`src/assert_macros.svh`:
```
// Assertion macros shared by the flow averager RTL.
`ifndef ASSERT_MACROS_SVH
`define ASSERT_MACROS_SVH

// Check a property at every clock edge outside reset.
`define SDFA_ASSERT(lbl, clk, rst_n, prop, msg) \
    lbl: assert property (@(posedge clk) disable iff (!rst_n) prop) else $error(msg);

// Check that a condition is followed by a property in the next cycle.
`define SDFA_ASSERT_NEXT(lbl, clk, rst_n, cond, prop, msg) \
    lbl: assert property (@(posedge clk) disable iff (!rst_n) (cond) |=> (prop)) else $error(msg);

`endif

```
`src/sdfa_pkg.sv`:
```
// Shared types and constants of the flow averager.
package sdfa_pkg;

    localparam int CFG_W      = 24;
    localparam int CFG_ADDR_W = 1;
    localparam int FLOW_W     = 41;
    localparam int COIL_W     = 32;
    localparam int ACTION_W   = 2;
    localparam int IN_USER_W  = 3;
    localparam int OUT_USER_W = 2;

    // Configuration register indexes
    localparam logic [CFG_ADDR_W-1:0] CFG_ZERO_OFFSET = 1'b0;
    localparam logic [CFG_ADDR_W-1:0] CFG_SPAN_GAIN   = 1'b1;

    // Span gain of 1.0 in Q8.16
    localparam logic [CFG_W-1:0] SPAN_GAIN_RESET = 24'h010000;

    // Saturation limits of the latched flow
    localparam logic [FLOW_W-1:0] FLOW_MAX = {1'b0, {(FLOW_W-1){1'b1}}};
    localparam logic [FLOW_W-1:0] FLOW_MIN = {1'b1, {(FLOW_W-1){1'b0}}};

    typedef enum logic [ACTION_W-1:0] {
        ACT_SAMPLE  = 2'd0,
        ACT_COMPUTE = 2'd1,
        ACT_CLEAR   = 2'd2,
        ACT_NOP     = 2'd3
    } t_action;

    // Divider request and status
    typedef struct packed {
        logic start;
    } t_div_ctl;

    typedef struct packed {
        logic busy;
        logic done;
    } t_div_stat;

    function automatic int max_int(input int a, input int b);
        return (a > b) ? a : b;
    endfunction

endpackage

```
`src/sync_detect_flow_averager_core.sv`:
```
// Top level of the synchronous-detection flow averager.
//
// Input channel s_axis_*: one beat per action. tuser carries the action
// (add sample, compute, clear, or no-op) and the coil polarity; tdata carries
// the electrode and coil-current samples. Output channel m_axis_*: exactly one
// beat per input beat, in order, with the latched flow, the latched mean coil
// current, the sample count and the flow-valid and window-full flags.
// Configuration: i_cfg_we writes i_cfg_wdata to register i_cfg_addr
// (0 zero offset, 1 span gain); write only while the block is idle.
// A sample, clear or no-op beat passes the front register and the queue; the
// back end takes it in S_IDLE, loads the output register from S_OUT and takes no
// new beat until it is back in S_IDLE. A compute beat with both halves filled
// runs the shared serial divider, one quotient bit per cycle, for the positive,
// negative and coil means; with one half empty it divides only the coil mean.
// Reset clears the sums, counts and latched results, sets the zero offset to 0
// and the span gain to 1.0. When the receiver stalls, the result waits in the
// output register, the back end holds, a two-entry queue and the front
// register fill up, and then s_axis_tready drops.
module sync_detect_flow_averager_core #(
    parameter int SAMPLE_BITS    = 24,
    parameter int COUNT_BITS     = 20,
    parameter int GAIN_FRAC_BITS = 16,
    parameter int OUT_FRAC_BITS  = 8
) (
    input  logic                                  i_clk,
    input  logic                                  i_rst_n,
    input  logic                                  i_cfg_we,
    input  logic [sdfa_pkg::CFG_ADDR_W-1:0]       i_cfg_addr,
    input  logic [sdfa_pkg::CFG_W-1:0]            i_cfg_wdata,
    input  logic                                  s_axis_tvalid,
    output logic                                  s_axis_tready,
    // electrode, coil_sample
    input  logic [((2*SAMPLE_BITS+7)/8)*8-1:0]    s_axis_tdata,
    // action, polarity
    input  logic [sdfa_pkg::IN_USER_W-1:0]        s_axis_tuser,
    output logic                                  m_axis_tvalid,
    input  logic                                  m_axis_tready,
    // flow_signal, coil_mean, sample_count
    output logic [((sdfa_pkg::FLOW_W+sdfa_pkg::COIL_W+COUNT_BITS+7)/8)*8-1:0] m_axis_tdata,
    // flow_valid, window_full
    output logic [sdfa_pkg::OUT_USER_W-1:0]       m_axis_tuser
);

    import sdfa_pkg::*;

    localparam int CAL_W      = max_int(SAMPLE_BITS, CFG_W) + 1;
    localparam int CMD_W      = ACTION_W + 1 + SAMPLE_BITS + CAL_W;
    localparam int IN_DATA_W  = ((2*SAMPLE_BITS+7)/8)*8;
    localparam int OUT_DATA_W = ((FLOW_W+COIL_W+COUNT_BITS+7)/8)*8;

    logic [CFG_W-1:0] w_span_gain;
    logic             w_f_valid;
    logic             w_f_ready;
    logic [CMD_W-1:0] w_f_cmd;
    logic             w_q_valid;
    logic             w_q_ready;
    logic [CMD_W-1:0] w_q_cmd;

    sdfa_front #(
        .SAMPLE_BITS (SAMPLE_BITS),
        .CAL_W       (CAL_W),
        .IN_DATA_W   (IN_DATA_W),
        .CMD_W       (CMD_W)
    ) u_front (
        .i_clk       (i_clk),
        .i_rst_n     (i_rst_n),
        .i_cfg_we    (i_cfg_we),
        .i_cfg_addr  (i_cfg_addr),
        .i_cfg_wdata (i_cfg_wdata),
        .i_tvalid    (s_axis_tvalid),
        .o_tready    (s_axis_tready),
        .i_tdata     (s_axis_tdata),
        .i_tuser     (s_axis_tuser),
        .o_span_gain (w_span_gain),
        .o_cmd_valid (w_f_valid),
        .i_cmd_ready (w_f_ready),
        .o_cmd       (w_f_cmd)
    );

    sdfa_queue #(
        .WIDTH (CMD_W),
        .DEPTH (2)
    ) u_queue (
        .i_clk   (i_clk),
        .i_rst_n (i_rst_n),
        .i_valid (w_f_valid),
        .o_ready (w_f_ready),
        .i_data  (w_f_cmd),
        .o_valid (w_q_valid),
        .i_ready (w_q_ready),
        .o_data  (w_q_cmd)
    );

    sdfa_back #(
        .SAMPLE_BITS    (SAMPLE_BITS),
        .COUNT_BITS     (COUNT_BITS),
        .GAIN_FRAC_BITS (GAIN_FRAC_BITS),
        .OUT_FRAC_BITS  (OUT_FRAC_BITS),
        .CAL_W          (CAL_W),
        .CMD_W          (CMD_W),
        .OUT_DATA_W     (OUT_DATA_W)
    ) u_back (
        .i_clk       (i_clk),
        .i_rst_n     (i_rst_n),
        .i_span_gain (w_span_gain),
        .i_cmd_valid (w_q_valid),
        .o_cmd_ready (w_q_ready),
        .i_cmd       (w_q_cmd),
        .o_tvalid    (m_axis_tvalid),
        .i_tready    (m_axis_tready),
        .o_tdata     (m_axis_tdata),
        .o_tuser     (m_axis_tuser)
    );

endmodule

```
`src/sdfa_queue.sv`:
```
// Short command queue between the front end and the back end.
`include "assert_macros.svh"

module sdfa_queue #(
    parameter int WIDTH = 52,
    parameter int DEPTH = 2
) (
    input  logic             i_clk,
    input  logic             i_rst_n,
    input  logic             i_valid,
    output logic             o_ready,
    input  logic [WIDTH-1:0] i_data,
    output logic             o_valid,
    input  logic             i_ready,
    output logic [WIDTH-1:0] o_data
);

    // DEPTH is a power of two so the pointers wrap by themselves
    localparam int PTR_W = $clog2(DEPTH);
    localparam int CNT_W = $clog2(DEPTH + 1);

    logic [WIDTH-1:0] r_mem [DEPTH];
    logic [PTR_W-1:0] r_wr;
    logic [PTR_W-1:0] r_rd;
    logic [CNT_W-1:0] r_count;
    logic             w_push;
    logic             w_pop;

    assign o_ready = (r_count != CNT_W'(DEPTH));
    assign o_valid = (r_count != '0);
    assign o_data  = r_mem[r_rd];
    assign w_push  = i_valid && o_ready;
    assign w_pop   = o_valid && i_ready;

    // Store an incoming beat
    always_ff @(posedge i_clk) begin
        if (w_push) begin
            r_mem[r_wr] <= i_data;
        end
    end

    // Advance pointers and fill level
    always_ff @(posedge i_clk) begin
        if (!i_rst_n) begin
            r_wr    <= '0;
            r_rd    <= '0;
            r_count <= '0;
        end else begin
            if (w_push) begin
                r_wr <= r_wr + 1'b1;
            end
            if (w_pop) begin
                r_rd <= r_rd + 1'b1;
            end
            if (w_push && !w_pop) begin
                r_count <= r_count + 1'b1;
            end else if (w_pop && !w_push) begin
                r_count <= r_count - 1'b1;
            end
        end
    end

    `SDFA_ASSERT_NEXT(a_push_fills, i_clk, i_rst_n, w_push && !w_pop, r_count == $past(r_count) + 1'b1, "queue fill level did not rise on push")

endmodule

```
`src/sdfa_div.sv`:
```
// Serial restoring divider, one quotient bit per cycle.
`include "assert_macros.svh"

module sdfa_div #(
    parameter int NUM_W = 53,
    parameter int DEN_W = 20
) (
    input  logic                     i_clk,
    input  logic                     i_rst_n,
    input  sdfa_pkg::t_div_ctl       i_ctl,
    input  logic [NUM_W-1:0]         i_dividend,
    input  logic [DEN_W-1:0]         i_divisor,
    output sdfa_pkg::t_div_stat      o_stat,
    output logic [NUM_W-1:0]         o_quotient
);

    import sdfa_pkg::*;

    localparam int CNT_W = $clog2(NUM_W + 1);

    logic             r_busy;
    logic             r_done;
    logic [CNT_W-1:0] r_cnt;
    logic [DEN_W-1:0] r_rem;
    logic [DEN_W-1:0] r_den;
    logic [NUM_W-1:0] r_quo;
    logic [DEN_W:0]   w_trial;
    logic             w_fits;
    logic [DEN_W:0]   w_diff;

    // Shift the next dividend bit into the partial remainder and try the subtract
    assign w_trial = {r_rem, r_quo[NUM_W-1]};
    assign w_diff  = w_trial - {1'b0, r_den};
    assign w_fits  = (w_trial >= {1'b0, r_den});

    assign o_stat.busy = r_busy;
    assign o_stat.done = r_done;
    assign o_quotient  = r_quo;

    // Sequence control
    always_ff @(posedge i_clk) begin
        if (!i_rst_n) begin
            r_busy <= 1'b0;
            r_done <= 1'b0;
            r_cnt  <= '0;
        end else begin
            r_done <= 1'b0;
            if (i_ctl.start) begin
                r_busy <= 1'b1;
                r_cnt  <= CNT_W'(NUM_W);
            end else if (r_busy) begin
                r_cnt <= r_cnt - 1'b1;
                if (r_cnt == CNT_W'(1)) begin
                    r_busy <= 1'b0;
                    r_done <= 1'b1;
                end
            end
        end
    end

    // Remainder and quotient datapath
    always_ff @(posedge i_clk) begin
        if (i_ctl.start) begin
            r_quo <= i_dividend;
            r_rem <= '0;
            r_den <= i_divisor;
        end else if (r_busy) begin
            r_quo <= {r_quo[NUM_W-2:0], w_fits};
            r_rem <= w_fits ? w_diff[DEN_W-1:0] : w_trial[DEN_W-1:0];
        end
    end

    `SDFA_ASSERT(a_start_idle, i_clk, i_rst_n, i_ctl.start |-> !r_busy, "divider started while busy")

endmodule

```
`src/sdfa_front.sv`:
```
// Front end: configuration registers, input acceptance and action decode.
module sdfa_front #(
    parameter int SAMPLE_BITS = 24,
    parameter int CAL_W       = 25,
    parameter int IN_DATA_W   = 48,
    parameter int CMD_W       = 52
) (
    input  logic                              i_clk,
    input  logic                              i_rst_n,
    input  logic                              i_cfg_we,
    input  logic [sdfa_pkg::CFG_ADDR_W-1:0]   i_cfg_addr,
    input  logic [sdfa_pkg::CFG_W-1:0]        i_cfg_wdata,
    input  logic                              i_tvalid,
    output logic                              o_tready,
    input  logic [IN_DATA_W-1:0]              i_tdata,
    input  logic [sdfa_pkg::IN_USER_W-1:0]    i_tuser,
    output logic [sdfa_pkg::CFG_W-1:0]        o_span_gain,
    output logic                              o_cmd_valid,
    input  logic                              i_cmd_ready,
    output logic [CMD_W-1:0]                  o_cmd
);

    import sdfa_pkg::*;

    logic signed [CFG_W-1:0]       r_zero_offset;
    logic [CFG_W-1:0]              r_span_gain;
    logic                          r_cmd_valid;
    logic [CMD_W-1:0]              r_cmd;
    logic signed [SAMPLE_BITS-1:0] w_electrode;
    logic signed [SAMPLE_BITS-1:0] w_coil;
    logic signed [CAL_W-1:0]       w_cal;
    t_action                       w_act;
    logic                          w_pol;
    logic                          w_accept;

    // Unpack the beat and remove the electrode zero offset
    assign w_electrode = i_tdata[SAMPLE_BITS-1:0];
    assign w_coil      = i_tdata[2*SAMPLE_BITS-1:SAMPLE_BITS];
    assign w_act       = t_action'(i_tuser[ACTION_W-1:0]);
    assign w_pol       = i_tuser[ACTION_W];
    assign w_cal       = CAL_W'(w_electrode) - CAL_W'(r_zero_offset);

    assign o_tready    = !r_cmd_valid || i_cmd_ready;
    assign w_accept    = i_tvalid && o_tready;
    assign o_cmd_valid = r_cmd_valid;
    assign o_cmd       = r_cmd;
    assign o_span_gain = r_span_gain;

    // Configuration writes
    always_ff @(posedge i_clk) begin
        if (!i_rst_n) begin
            r_zero_offset <= '0;
            r_span_gain   <= SPAN_GAIN_RESET;
        end else if (i_cfg_we) begin
            unique case (i_cfg_addr)
                CFG_ZERO_OFFSET: r_zero_offset <= i_cfg_wdata;
                CFG_SPAN_GAIN:   r_span_gain   <= i_cfg_wdata;
                default: ;
            endcase
        end
    end

    // Hold the decoded command until the queue takes it
    always_ff @(posedge i_clk) begin
        if (!i_rst_n) begin
            r_cmd_valid <= 1'b0;
        end else if (w_accept) begin
            r_cmd_valid <= 1'b1;
        end else if (i_cmd_ready) begin
            r_cmd_valid <= 1'b0;
        end
    end

    always_ff @(posedge i_clk) begin
        if (w_accept) begin
            r_cmd <= CMD_W'({w_act, w_pol, w_coil, w_cal});
        end
    end

endmodule

```
`src/sdfa_back.sv`:
```
// Back end: accumulators, compute sequencer and result register.
`include "assert_macros.svh"

module sdfa_back #(
    parameter int SAMPLE_BITS    = 24,
    parameter int COUNT_BITS     = 20,
    parameter int GAIN_FRAC_BITS = 16,
    parameter int OUT_FRAC_BITS  = 8,
    parameter int CAL_W          = 25,
    parameter int CMD_W          = 52,
    parameter int OUT_DATA_W     = 96
) (
    input  logic                              i_clk,
    input  logic                              i_rst_n,
    input  logic [sdfa_pkg::CFG_W-1:0]        i_span_gain,
    input  logic                              i_cmd_valid,
    output logic                              o_cmd_ready,
    input  logic [CMD_W-1:0]                  i_cmd,
    output logic                              o_tvalid,
    input  logic                              i_tready,
    output logic [OUT_DATA_W-1:0]             o_tdata,
    output logic [sdfa_pkg::OUT_USER_W-1:0]   o_tuser
);

    import sdfa_pkg::*;

    localparam int SUMP_W = CAL_W + COUNT_BITS;
    localparam int SUMC_W = SAMPLE_BITS + COUNT_BITS;
    localparam int NUM_W  = SUMP_W + OUT_FRAC_BITS;
    localparam int MEAN_W = CAL_W + OUT_FRAC_BITS;
    localparam int MAG_W  = MEAN_W;
    localparam int LO_W   = (MAG_W + 1) / 2;
    localparam int HI_W   = MAG_W - LO_W;
    localparam int PROD_W = MAG_W + CFG_W;
    localparam int SHIFT  = GAIN_FRAC_BITS + 1;
    localparam int CS_W   = COUNT_BITS + 1;

    localparam logic [COUNT_BITS-1:0] CNT_MAX  = {COUNT_BITS{1'b1}};
    localparam logic [PROD_W-1:0]     POS_LIM  = (PROD_W'(1) << (FLOW_W - 1)) - PROD_W'(1);
    localparam logic [PROD_W-1:0]     NEG_LIM  = PROD_W'(1) << (FLOW_W - 1);

    typedef enum logic [8:0] {
        S_IDLE   = 9'b000000001,
        S_DIV_P  = 9'b000000010,
        S_DIV_N  = 9'b000000100,
        S_DIFF   = 9'b000001000,
        S_MUL_LO = 9'b000010000,
        S_MUL_HI = 9'b000100000,
        S_FLOW   = 9'b001000000,
        S_DIV_C  = 9'b010000000,
        S_OUT    = 9'b100000000
    } t_state;

    t_state                        r_state, n_state;
    logic signed [SUMP_W-1:0]      r_sum_pos, n_sum_pos;
    logic signed [SUMP_W-1:0]      r_sum_neg, n_sum_neg;
    logic signed [SUMC_W-1:0]      r_sum_coil, n_sum_coil;
    logic [COUNT_BITS-1:0]         r_cnt_pos, n_cnt_pos;
    logic [COUNT_BITS-1:0]         r_cnt_neg, n_cnt_neg;
    logic [COUNT_BITS-1:0]         r_cnt_all, n_cnt_all;
    logic [FLOW_W-1:0]             r_held_flow, n_held_flow;
    logic [COIL_W-1:0]             r_held_coil, n_held_coil;
    logic                          r_held_valid, n_held_valid;
    logic                          r_issued, n_issued;
    logic                          r_out_valid, n_out_valid;
    logic signed [MEAN_W-1:0]      r_mean_p, n_mean_p;
    logic signed [MEAN_W-1:0]      r_mean_n, n_mean_n;
    logic [MAG_W-1:0]              r_mag, n_mag;
    logic                          r_neg, n_neg;
    logic [PROD_W-1:0]             r_prod, n_prod;
    logic [OUT_DATA_W-1:0]         r_out_data, n_out_data;
    logic [OUT_USER_W-1:0]         r_out_user, n_out_user;

    logic signed [CAL_W-1:0]       w_cal;
    logic signed [SAMPLE_BITS-1:0] w_coil;
    logic                          w_pol;
    t_action                       w_act;
    logic signed [SUMP_W-1:0]      w_sel_sum;
    logic [COUNT_BITS-1:0]         w_sel_cnt;
    logic                          w_sel_neg;
    logic [SUMP_W-1:0]             w_sel_mag;
    logic [NUM_W-1:0]              w_dividend;
    logic [NUM_W-1:0]              w_quo;
    logic signed [NUM_W:0]         w_qs;
    t_div_ctl                      w_div_ctl;
    t_div_stat                     w_div_stat;
    logic                          w_in_div;
    logic signed [MEAN_W:0]        w_diff;
    logic [LO_W+CFG_W-1:0]         w_plo;
    logic [HI_W+CFG_W-1:0]         w_phi;
    logic [PROD_W-1:0]             w_shr;
    logic                          w_full;

    // Unpack the queued command
    assign w_cal  = i_cmd[CAL_W-1:0];
    assign w_coil = i_cmd[CAL_W +: SAMPLE_BITS];
    assign w_pol  = i_cmd[CAL_W + SAMPLE_BITS];
    assign w_act  = t_action'(i_cmd[CAL_W + SAMPLE_BITS + 1 +: ACTION_W]);

    assign o_cmd_ready = (r_state == S_IDLE);
    assign w_full      = (r_cnt_all == CNT_MAX);

    // Pick the sum and count for the running division
    always_comb begin
        if (r_state == S_DIV_P) begin
            w_sel_sum = r_sum_pos;
            w_sel_cnt = r_cnt_pos;
        end else if (r_state == S_DIV_N) begin
            w_sel_sum = r_sum_neg;
            w_sel_cnt = r_cnt_neg;
        end else begin
            w_sel_sum = SUMP_W'(r_sum_coil);
            w_sel_cnt = r_cnt_all;
        end
    end

    assign w_sel_neg  = w_sel_sum[SUMP_W-1];
    assign w_sel_mag  = w_sel_neg ? SUMP_W'(-w_sel_sum) : SUMP_W'(w_sel_sum);
    assign w_dividend = NUM_W'(w_sel_mag) << OUT_FRAC_BITS;
    assign w_qs       = w_sel_neg ? -$signed({1'b0, w_quo}) : $signed({1'b0, w_quo});

    assign w_in_div        = (r_state == S_DIV_P) || (r_state == S_DIV_N) || (r_state == S_DIV_C);
    assign w_div_ctl.start = w_in_div && !r_issued;

    sdfa_div #(
        .NUM_W (NUM_W),
        .DEN_W (COUNT_BITS)
    ) u_div (
        .i_clk      (i_clk),
        .i_rst_n    (i_rst_n),
        .i_ctl      (w_div_ctl),
        .i_dividend (w_dividend),
        .i_divisor  (w_sel_cnt),
        .o_stat     (w_div_stat),
        .o_quotient (w_quo)
    );

    // Flow datapath: difference, split multiply, scale
    assign w_diff = (MEAN_W+1)'(r_mean_p) - (MEAN_W+1)'(r_mean_n);
    assign w_plo  = r_mag[LO_W-1:0] * i_span_gain;
    assign w_phi  = r_mag[MAG_W-1:LO_W] * i_span_gain;
    assign w_shr  = r_prod >> SHIFT;

    // Sequencer and next-state values
    always_comb begin
        n_state      = r_state;
        n_sum_pos    = r_sum_pos;
        n_sum_neg    = r_sum_neg;
        n_sum_coil   = r_sum_coil;
        n_cnt_pos    = r_cnt_pos;
        n_cnt_neg    = r_cnt_neg;
        n_cnt_all    = r_cnt_all;
        n_held_flow  = r_held_flow;
        n_held_coil  = r_held_coil;
        n_held_valid = r_held_valid;
        n_issued     = r_issued;
        n_mean_p     = r_mean_p;
        n_mean_n     = r_mean_n;
        n_mag        = r_mag;
        n_neg        = r_neg;
        n_prod       = r_prod;
        n_out_data   = r_out_data;
        n_out_user   = r_out_user;
        n_out_valid  = r_out_valid && !i_tready;

        unique case (r_state)
            S_IDLE: begin
                if (i_cmd_valid) begin
                    n_state = S_OUT;
                    unique case (w_act)
                        ACT_SAMPLE: begin
                            // Drop the sample once the window is full
                            if (!w_full) begin
                                if (w_pol) begin
                                    n_sum_pos = r_sum_pos + SUMP_W'(w_cal);
                                    n_cnt_pos = r_cnt_pos + 1'b1;
                                end else begin
                                    n_sum_neg = r_sum_neg + SUMP_W'(w_cal);
                                    n_cnt_neg = r_cnt_neg + 1'b1;
                                end
                                n_sum_coil = r_sum_coil + SUMC_W'(w_coil);
                                n_cnt_all  = r_cnt_all + 1'b1;
                            end
                        end
                        ACT_COMPUTE: begin
                            if (r_cnt_pos != '0 && r_cnt_neg != '0) begin
                                n_state = S_DIV_P;
                            end else begin
                                // Empty half: flow is zero and invalid
                                n_held_flow  = '0;
                                n_held_valid = 1'b0;
                                if (r_cnt_all != '0) begin
                                    n_state = S_DIV_C;
                                end else begin
                                    n_held_coil = '0;
                                end
                            end
                        end
                        ACT_CLEAR: begin
                            n_sum_pos  = '0;
                            n_sum_neg  = '0;
                            n_sum_coil = '0;
                            n_cnt_pos  = '0;
                            n_cnt_neg  = '0;
                            n_cnt_all  = '0;
                        end
                        ACT_NOP: ;
                    endcase
                end
            end
            S_DIV_P: begin
                if (!r_issued) begin
                    n_issued = 1'b1;
                end else if (w_div_stat.done) begin
                    n_issued = 1'b0;
                    n_mean_p = MEAN_W'(w_qs);
                    n_state  = S_DIV_N;
                end
            end
            S_DIV_N: begin
                if (!r_issued) begin
                    n_issued = 1'b1;
                end else if (w_div_stat.done) begin
                    n_issued = 1'b0;
                    n_mean_n = MEAN_W'(w_qs);
                    n_state  = S_DIFF;
                end
            end
            S_DIFF: begin
                n_neg   = w_diff[MEAN_W];
                n_mag   = w_diff[MEAN_W] ? MAG_W'(-w_diff) : MAG_W'(w_diff);
                n_state = S_MUL_LO;
            end
            S_MUL_LO: begin
                n_prod  = PROD_W'(w_plo);
                n_state = S_MUL_HI;
            end
            S_MUL_HI: begin
                n_prod  = r_prod + (PROD_W'(w_phi) << LO_W);
                n_state = S_FLOW;
            end
            S_FLOW: begin
                // Truncate the magnitude, then restore the sign and saturate
                if (!r_neg) begin
                    n_held_flow = (w_shr > POS_LIM) ? FLOW_MAX : FLOW_W'(w_shr);
                end else begin
                    n_held_flow = (w_shr > NEG_LIM) ? FLOW_MIN : FLOW_W'(PROD_W'(0) - w_shr);
                end
                n_held_valid = 1'b1;
                n_state      = S_DIV_C;
            end
            S_DIV_C: begin
                if (!r_issued) begin
                    n_issued = 1'b1;
                end else if (w_div_stat.done) begin
                    n_issued    = 1'b0;
                    n_held_coil = COIL_W'(w_qs);
                    n_state     = S_OUT;
                end
            end
            S_OUT: begin
                // Load the result once the output register is free
                if (!r_out_valid || i_tready) begin
                    n_out_valid = 1'b1;
                    n_out_data  = OUT_DATA_W'({r_cnt_all, r_held_coil, r_held_flow});
                    n_out_user  = {w_full, r_held_valid};
                    n_state     = S_IDLE;
                end
            end
            default: n_state = S_IDLE;
        endcase
    end

    // Control and accumulator state
    always_ff @(posedge i_clk) begin
        if (!i_rst_n) begin
            r_state      <= S_IDLE;
            r_sum_pos    <= '0;
            r_sum_neg    <= '0;
            r_sum_coil   <= '0;
            r_cnt_pos    <= '0;
            r_cnt_neg    <= '0;
            r_cnt_all    <= '0;
            r_held_flow  <= '0;
            r_held_coil  <= '0;
            r_held_valid <= 1'b0;
            r_issued     <= 1'b0;
            r_out_valid  <= 1'b0;
        end else begin
            r_state      <= n_state;
            r_sum_pos    <= n_sum_pos;
            r_sum_neg    <= n_sum_neg;
            r_sum_coil   <= n_sum_coil;
            r_cnt_pos    <= n_cnt_pos;
            r_cnt_neg    <= n_cnt_neg;
            r_cnt_all    <= n_cnt_all;
            r_held_flow  <= n_held_flow;
            r_held_coil  <= n_held_coil;
            r_held_valid <= n_held_valid;
            r_issued     <= n_issued;
            r_out_valid  <= n_out_valid;
        end
    end

    // Datapath registers
    always_ff @(posedge i_clk) begin
        r_mean_p   <= n_mean_p;
        r_mean_n   <= n_mean_n;
        r_mag      <= n_mag;
        r_neg      <= n_neg;
        r_prod     <= n_prod;
        r_out_data <= n_out_data;
        r_out_user <= n_out_user;
    end

    assign o_tvalid = r_out_valid;
    assign o_tdata  = r_out_data;
    assign o_tuser  = r_out_user;

    `SDFA_ASSERT(a_count_split, i_clk, i_rst_n, CS_W'(r_cnt_pos) + CS_W'(r_cnt_neg) == CS_W'(r_cnt_all), "half counts do not add up to the total")
    `SDFA_ASSERT(a_invalid_zero, i_clk, i_rst_n, !r_held_valid |-> (r_held_flow == '0), "invalid flow is not zero")
    `SDFA_ASSERT_NEXT(a_out_hold, i_clk, i_rst_n, r_state == S_OUT && r_out_valid && !i_tready, r_state == S_OUT, "result loaded over a waiting beat")

endmodule

```
`config.mk`:
```
export PLATFORM = sky130hd
export DESIGN_NAME = sync_detect_flow_averager_core
export DESIGN_NICKNAME = d
export VERILOG_FILES = /design/src/sdfa_pkg.sv /design/src/sync_detect_flow_averager_core.sv /design/src/sdfa_queue.sv /design/src/sdfa_div.sv /design/src/sdfa_front.sv /design/src/sdfa_back.sv
export VERILOG_INCLUDE_DIRS = /design/src /design/src/src
export SDC_FILE = /design/constraint.sdc
export NUM_CORES = 2
export LEC_CHECK = 0
export ABC_AREA = 1
export BUFFER_PORTS_ARGS = -buffer_cell sky130_fd_sc_hd__buf_2
export CORE_MARGIN = 3
export CORE_UTILIZATION = 30
export CTS_CLUSTER_DIAMETER = 200
export DETAILED_ROUTE_END_ITERATION = 7
export GPL_ROUTABILITY_DRIVEN = 0
export HOLD_SLACK_MARGIN = 0.15
export PLACE_DENSITY_LB_ADDON = 0.05
export SYNTH_ARGS = -nofsm -noshare
export SYNTH_HDL_FRONTEND = slang
export SYNTH_HIERARCHICAL = 1
export SYNTH_SLANG_ARGS = --single-unit
```
`constraint.sdc`:
```
create_clock -name i_clk -period 13.75 [get_ports i_clk]
set_input_delay 2.75 -clock i_clk [delete_from_list [all_inputs] [get_ports i_clk]]
set_output_delay 2.75 -clock i_clk [all_outputs]
set_load 0.05 [all_outputs]
```
# After elaboration in Yosys (flattened, before gate mapping)
# Memories as Yosys holds them, arrays and structs flattened. A register that Yosys moved wholly into a read port is not among the register bits.
# Index checks and enable logic that the tools add are counted.
# totals
ramBits	104
n_memories	1
reg_bits	737
elab_cells	209
# classes
magnitude_cmp	3
n_reduce_logical	44
n_addsub	19
bitwise_logic	3
multipliers	2
eq_ne	28
n_mux	75
# mem_list
name	depth	width	rd	rd_ports_with_merged_regs	write_ports	line_no	text
u_queue.r_mem	2	52	1	1	1	sdfa_queue.sv:22	logic [WIDTH-1:0] r_mem [DEPTH];
# ops
operator	count
$mux W45	7
$mux W41	5
$mux W32	6
$pmux W45 S2	2
$mux W20	8
$pmux W20 S2	3
$pmux W57 S2	1
$mux W53	2
$mux W9	11
$add A45 B25 Y45	2
$pmux W44 S2	1
$pmux W41 S2	1
$pmux W9 S9	1
$mux W33	2
$neg A33 Y33	2
$pmux W32 S2	1
$add A20 B1 Y20 const B	3
$reduce_bool A20 Y1	3
$add A57 B57 Y57	1
$neg A45 Y45	1
$add A44 B24 Y44	1
$mux W44	1
$gt A40 B41 Y1 const B	1
$mul A17 B24 Y41	1
other kinds (45)	107

# Logic depth before layout (Yosys ltp)
# logic_depth
ltp_word	7
mapped_depth	40

# Hierarchy
# The synthesis kept the hierarchy.
# by_module_without_submodules
mod	cells_per_inst	area_each_um2	n_inst	seq_area_each_um2
sdfa_back	9014	63747.4	1	12642.1
sdfa_div	709	5669.2	1	2752.6
sdfa_front	650	5093.6	1	2542.4
sdfa_queue	199	4247.8	1	3223.1

# Worst setup path before layout
# Ideal clock, no wire load.
# synth_path
kind	input to register
from	in m_axis_tready
to	reg u_back.r_out_data[0], in the netlist u_back/o_tdata[0], enable pin
arrival_time_ns	6.742
setup_slack_ns	6.458
path_stages	2
cell_sequence	nor2_1 > nor2_1
# synth_via
elab_chain_len	2
# synth_rtl
item	line_no	text
start, declared	sync_detect_flow_averager_core.sv:37	input logic m_axis_tready,
$logic_or A1 B1 Y1	sdfa_back.sv:263	if (!r_out_valid || i_tready) begin
$reduce_and A2 Y1 (no source line)	--	
end signal, assigned	sdfa_back.sv:312	r_out_data <= n_out_data;
end, declared	sdfa_back.sv:71	logic [OUT_DATA_W-1:0] r_out_data, n_out_data;
# Every way passes these cells.
# A chain may end at the register's enable or synchronous reset.

# Final worst setup path
# layout_path
from	reg u_back.r_mag[23]
to	reg u_back.r_prod[53], data pin
# layout_via
elab_chain_len	3
# layout_rtl
item	line_no	text
start, declared	sdfa_back.sv:68	logic [MAG_W-1:0] r_mag, n_mag;
start signal, assigned	sdfa_back.sv:309	r_mag <= n_mag;
$mul A16 B24 Y40	sdfa_back.sv:141	assign w_phi = r_mag[MAG_W-1:LO_W] * i_span_gain;
$add A57 B57 Y57	sdfa_back.sv:239	n_prod = r_prod + (PROD_W'(w_phi) << LO_W);
$pmux W57 S2	sdfa_back.sv:166	unique case (r_state)
end signal, assigned	sdfa_back.sv:311	r_prod <= n_prod;
end, declared	sdfa_back.sv:70	logic [PROD_W-1:0] r_prod, n_prod;
# Every way passes these cells.

==> results.sh <==
export IMPL_first_global_vias=68400
export IMPL_post_cts_setup_buffers=0
export IMPL_max_freq_ghz=0.113
export IMPL_timing_rr_start="u_back/r_mag[23]$_DFFE_PP_"
export IMPL_stdcell_count=14200
export IMPL_grt_first_pass_wirelength_um=436000
export IMPL_timing_reg2reg_worst_path_depth=30
export IMPL_worst_path_max_delay_cell="sky130_fd_sc_hd__edfxtp_1"
export IMPL_syn2layout_area_growth_pct=10.5
export IMPL_numCtsBuffers=103
export IMPL_cp_arrival_ns=9.43
export IMPL_cts_hold_buffers_added=0
export IMPL_report_final_slew_viol_count=1
export IMPL_initialDrtViolationCount=4800
export IMPL_worst_skew_pair_late_latency_ns=0.77
export IMPL_relSlewSlack_pct=-0.673
export IMPL_worst_hold_path_endpoint="u_back/o_tdata[21]$_DFFE_PP_"
export IMPL_critical_path_max_stage_delay_ns=1.09
export IMPL_r2r_end="u_back/r_prod[53]$_SDFFCE_PN0P_"
export IMPL_grt_overflow_total=0
export IMPL_timing_final_crit_share_pct=64.6
export IMPL_worst_path_dominant_cell_family="adder cells"
export IMPL_irDropWorstVdd_uv=171
export IMPL_place_hpwl_um=227000
export IMPL_route_detailed_wl_per_inst_um=20.3
export IMPL_avgViaCountPerCell=4.82
export IMPL_die_x_um=518
export IMPL_hold_start="u_back/r_held_flow[21]$_SDFFE_PN0P_"
export IMPL_cts_clk_slew_worst_paths_ns=0.06
export IMPL_finalWorstPathRequiredPeriod_ns=8.88
export IMPL_status="finished, violations left"
export IMPL_detailroute_via_count=68600
export IMPL_timing_setup_tns_ns=0
export IMPL_cts_tree="yes"
export IMPL_cts_resized=0
export IMPL_leakagePower_nw=41.5
export IMPL_cts_root_to_sink_buffers=3
export IMPL_initial_core_util_pct=30.2
export IMPL_wl_met1_um=139000
export IMPL_timing_critical_path_to_type="flop"
export IMPL_drv_cap=1
export IMPL_io_buffer_count=177
export IMPL_design_core_area_um2=260000
export IMPL_worst_margin_pin_slew_ns=1.49
export IMPL_hold_path_depth=0
export IMPL_drt_pass1_iter_count=6
export IMPL_r2r_setup_slack_ns=4.87
export IMPL_post_place_ws_ns=5.03
export IMPL_crit_path_start_kind="flop"
export IMPL_setup_viol_count_final=0
export IMPL_die_area_um2=269000
export IMPL_length_of_routed_met2_wiring_um=131000
export IMPL_boundaryPins=181
export IMPL_die_h_um=518
export IMPL_clock_sinks=825
export IMPL_routed_wire_length_um=289000
export IMPL_hold_class="flop to flop"
export IMPL_placementRows=187
export IMPL_criticalPathCategory="flop to flop"
export IMPL_cp_buffers_inverters=6
export IMPL_antenna_found_initial=17
export IMPL_required_time_worst_endpoint_ns=14.30
export IMPL_maximum_number_of_pins_on_one_net_before_global_route_repair=103
export IMPL_critPathMaxFanout=24
export IMPL_worst_slack_ns=4.87
export IMPL_grt_setup_unrepaired="no"
export IMPL_synth_area_per_cell_um2=7.45
export IMPL_hold_worst_slack_ns=0.428
export IMPL_postRouteAntennaNets=0
export IMPL_fraction_of_layout_instances_using_a_drive_strength_above_1_pct=6.42
export IMPL_topRoutingLayerUsed="met5"
export IMPL_powerDensity_nw_per_um2=168
export IMPL_fin_skew_ns=0.0751
export IMPL_root_buffer="sky130_fd_sc_hd__clkbuf_16"
export IMPL_synth_cells=10600
export IMPL_overall_routing_resource_usage_pct=21.1
export IMPL_failed_checks="capacitance limit, slew limit"
export IMPL_synth_warnings=6
export IMPL_htree_levels=3
export IMPL_placedCellCount=14000
export IMPL_num_nets_final=11800
export IMPL_final_hold_violation_count=0
export IMPL_number_of_drc_violations_after_detailed_routing=0
export IMPL_met3_length_um=12800
export IMPL_syn_cell_area_um2=78800
==> flip-flops by register name (all words and copies together), names as in the netlist, 32 cells and up, named ones only <==
signal and cells:
u_back/r_prod 40, u_back/r_held_coil 32, u_back/r_sum_pos 45, u_back/r_sum_coil 44
u_back/u_div/o_quotient 53, u_back/r_mean_n 33, u_back/r_held_flow 41, u_back/o_tdata 93
u_back/r_mean_p 33, u_back/r_mag 33, u_queue/r_mem 104, u_front/o_cmd 52
u_back/r_sum_neg 45
==> metrics by stage <==
stage / cell area [um^2] / power (mW) / utilization [%]
final: 87000 / 14.6 / 33.4
after floorplan: 78800 / 8.81 / -
after CTS: 87000 / 14.8 / 33.4
after global routing: 87000 / 15.8 / 33.4
after detailed placement: 83400 / 11.7 / 32.0
after global placement: 83400 / 11.8 / 32.0
==> layer usage <==
| layer | global-route usage [%] | up-vias |
|---|---|---|
| li1 | - | 33400 |
| met1 | 30.5 | 33200 |
| met2 | 33.9 | 1664 |
| met3 | 2.06 | 276 |
| met4 | 4.46 | 8 |
| met5 | 0 | - |
==> how the worst max path moves through the flow <==
stage                                     startpoint                         endpoint  slack, ns  depth (start not counted)
after floorplan                        m_axis_tready      u_back/o_tdata[0]$_DFFE_PP_       6.46                          2
after global placement    u_back/r_mag[23]$_DFFE_PP_  u_back/r_prod[56]$_SDFFCE_PN0P_       5.16                         29
after detailed placement  u_back/r_mag[30]$_DFFE_PP_  u_back/r_prod[53]$_SDFFCE_PN0P_       5.03                         28
after CTS                 u_back/r_mag[23]$_DFFE_PP_  u_back/r_prod[53]$_SDFFCE_PN0P_       4.99                         30
after global routing      u_back/r_mag[23]$_DFFE_PP_  u_back/r_prod[53]$_SDFFCE_PN0P_       4.40                         30
final                     u_back/r_mag[23]$_DFFE_PP_  u_back/r_prod[53]$_SDFFCE_PN0P_       4.87                         30
==> cell usage in the layout, fill, tap and decap left out, drive strengths merged, types with 41 or more instances in the layout <==
| master | count |
|---|---|
| dfxtp | 361 |
| xnor2 | 89 |
| nand4 | 104 |
| buf | 273 |
| o21ai | 502 |
| nand3 | 404 |
| clkbuf | 126 |
| nor4 | 55 |
| nor3 | 116 |
| ha | 486 |
| nand3b | 47 |
| inv | 1960 |
| mux2 | 52 |
| a31oi | 41 |
| fa | 640 |
| nand2 | 2896 |
| clkinv | 44 |
| nor2 | 808 |
| edfxtp | 464 |
| a21oi | 769 |
| xor2 | 145 |
| or2 | 68 |
==> power by group <==
group	internal (mW)	total [mW]	switching, mW
clock network	1.72	2.93	1.21
logic	2.64	8.63	6.00
registers	2.91	3.07	0.154
==> layout make-up <==
cell class	instances	area [um^2]
Antenna cell	6	15.0
Sequential cell	825	21200
Clock inverter	69	928
Fill cell	28000	173000
Tap cell	3496	4370
Clock buffer	126	2680
Timing Repair Buffer	273	1610
Inverter	1960	7370
Multi-Input combinational cell	7460	48900
(Power assumes the default switching activity.)
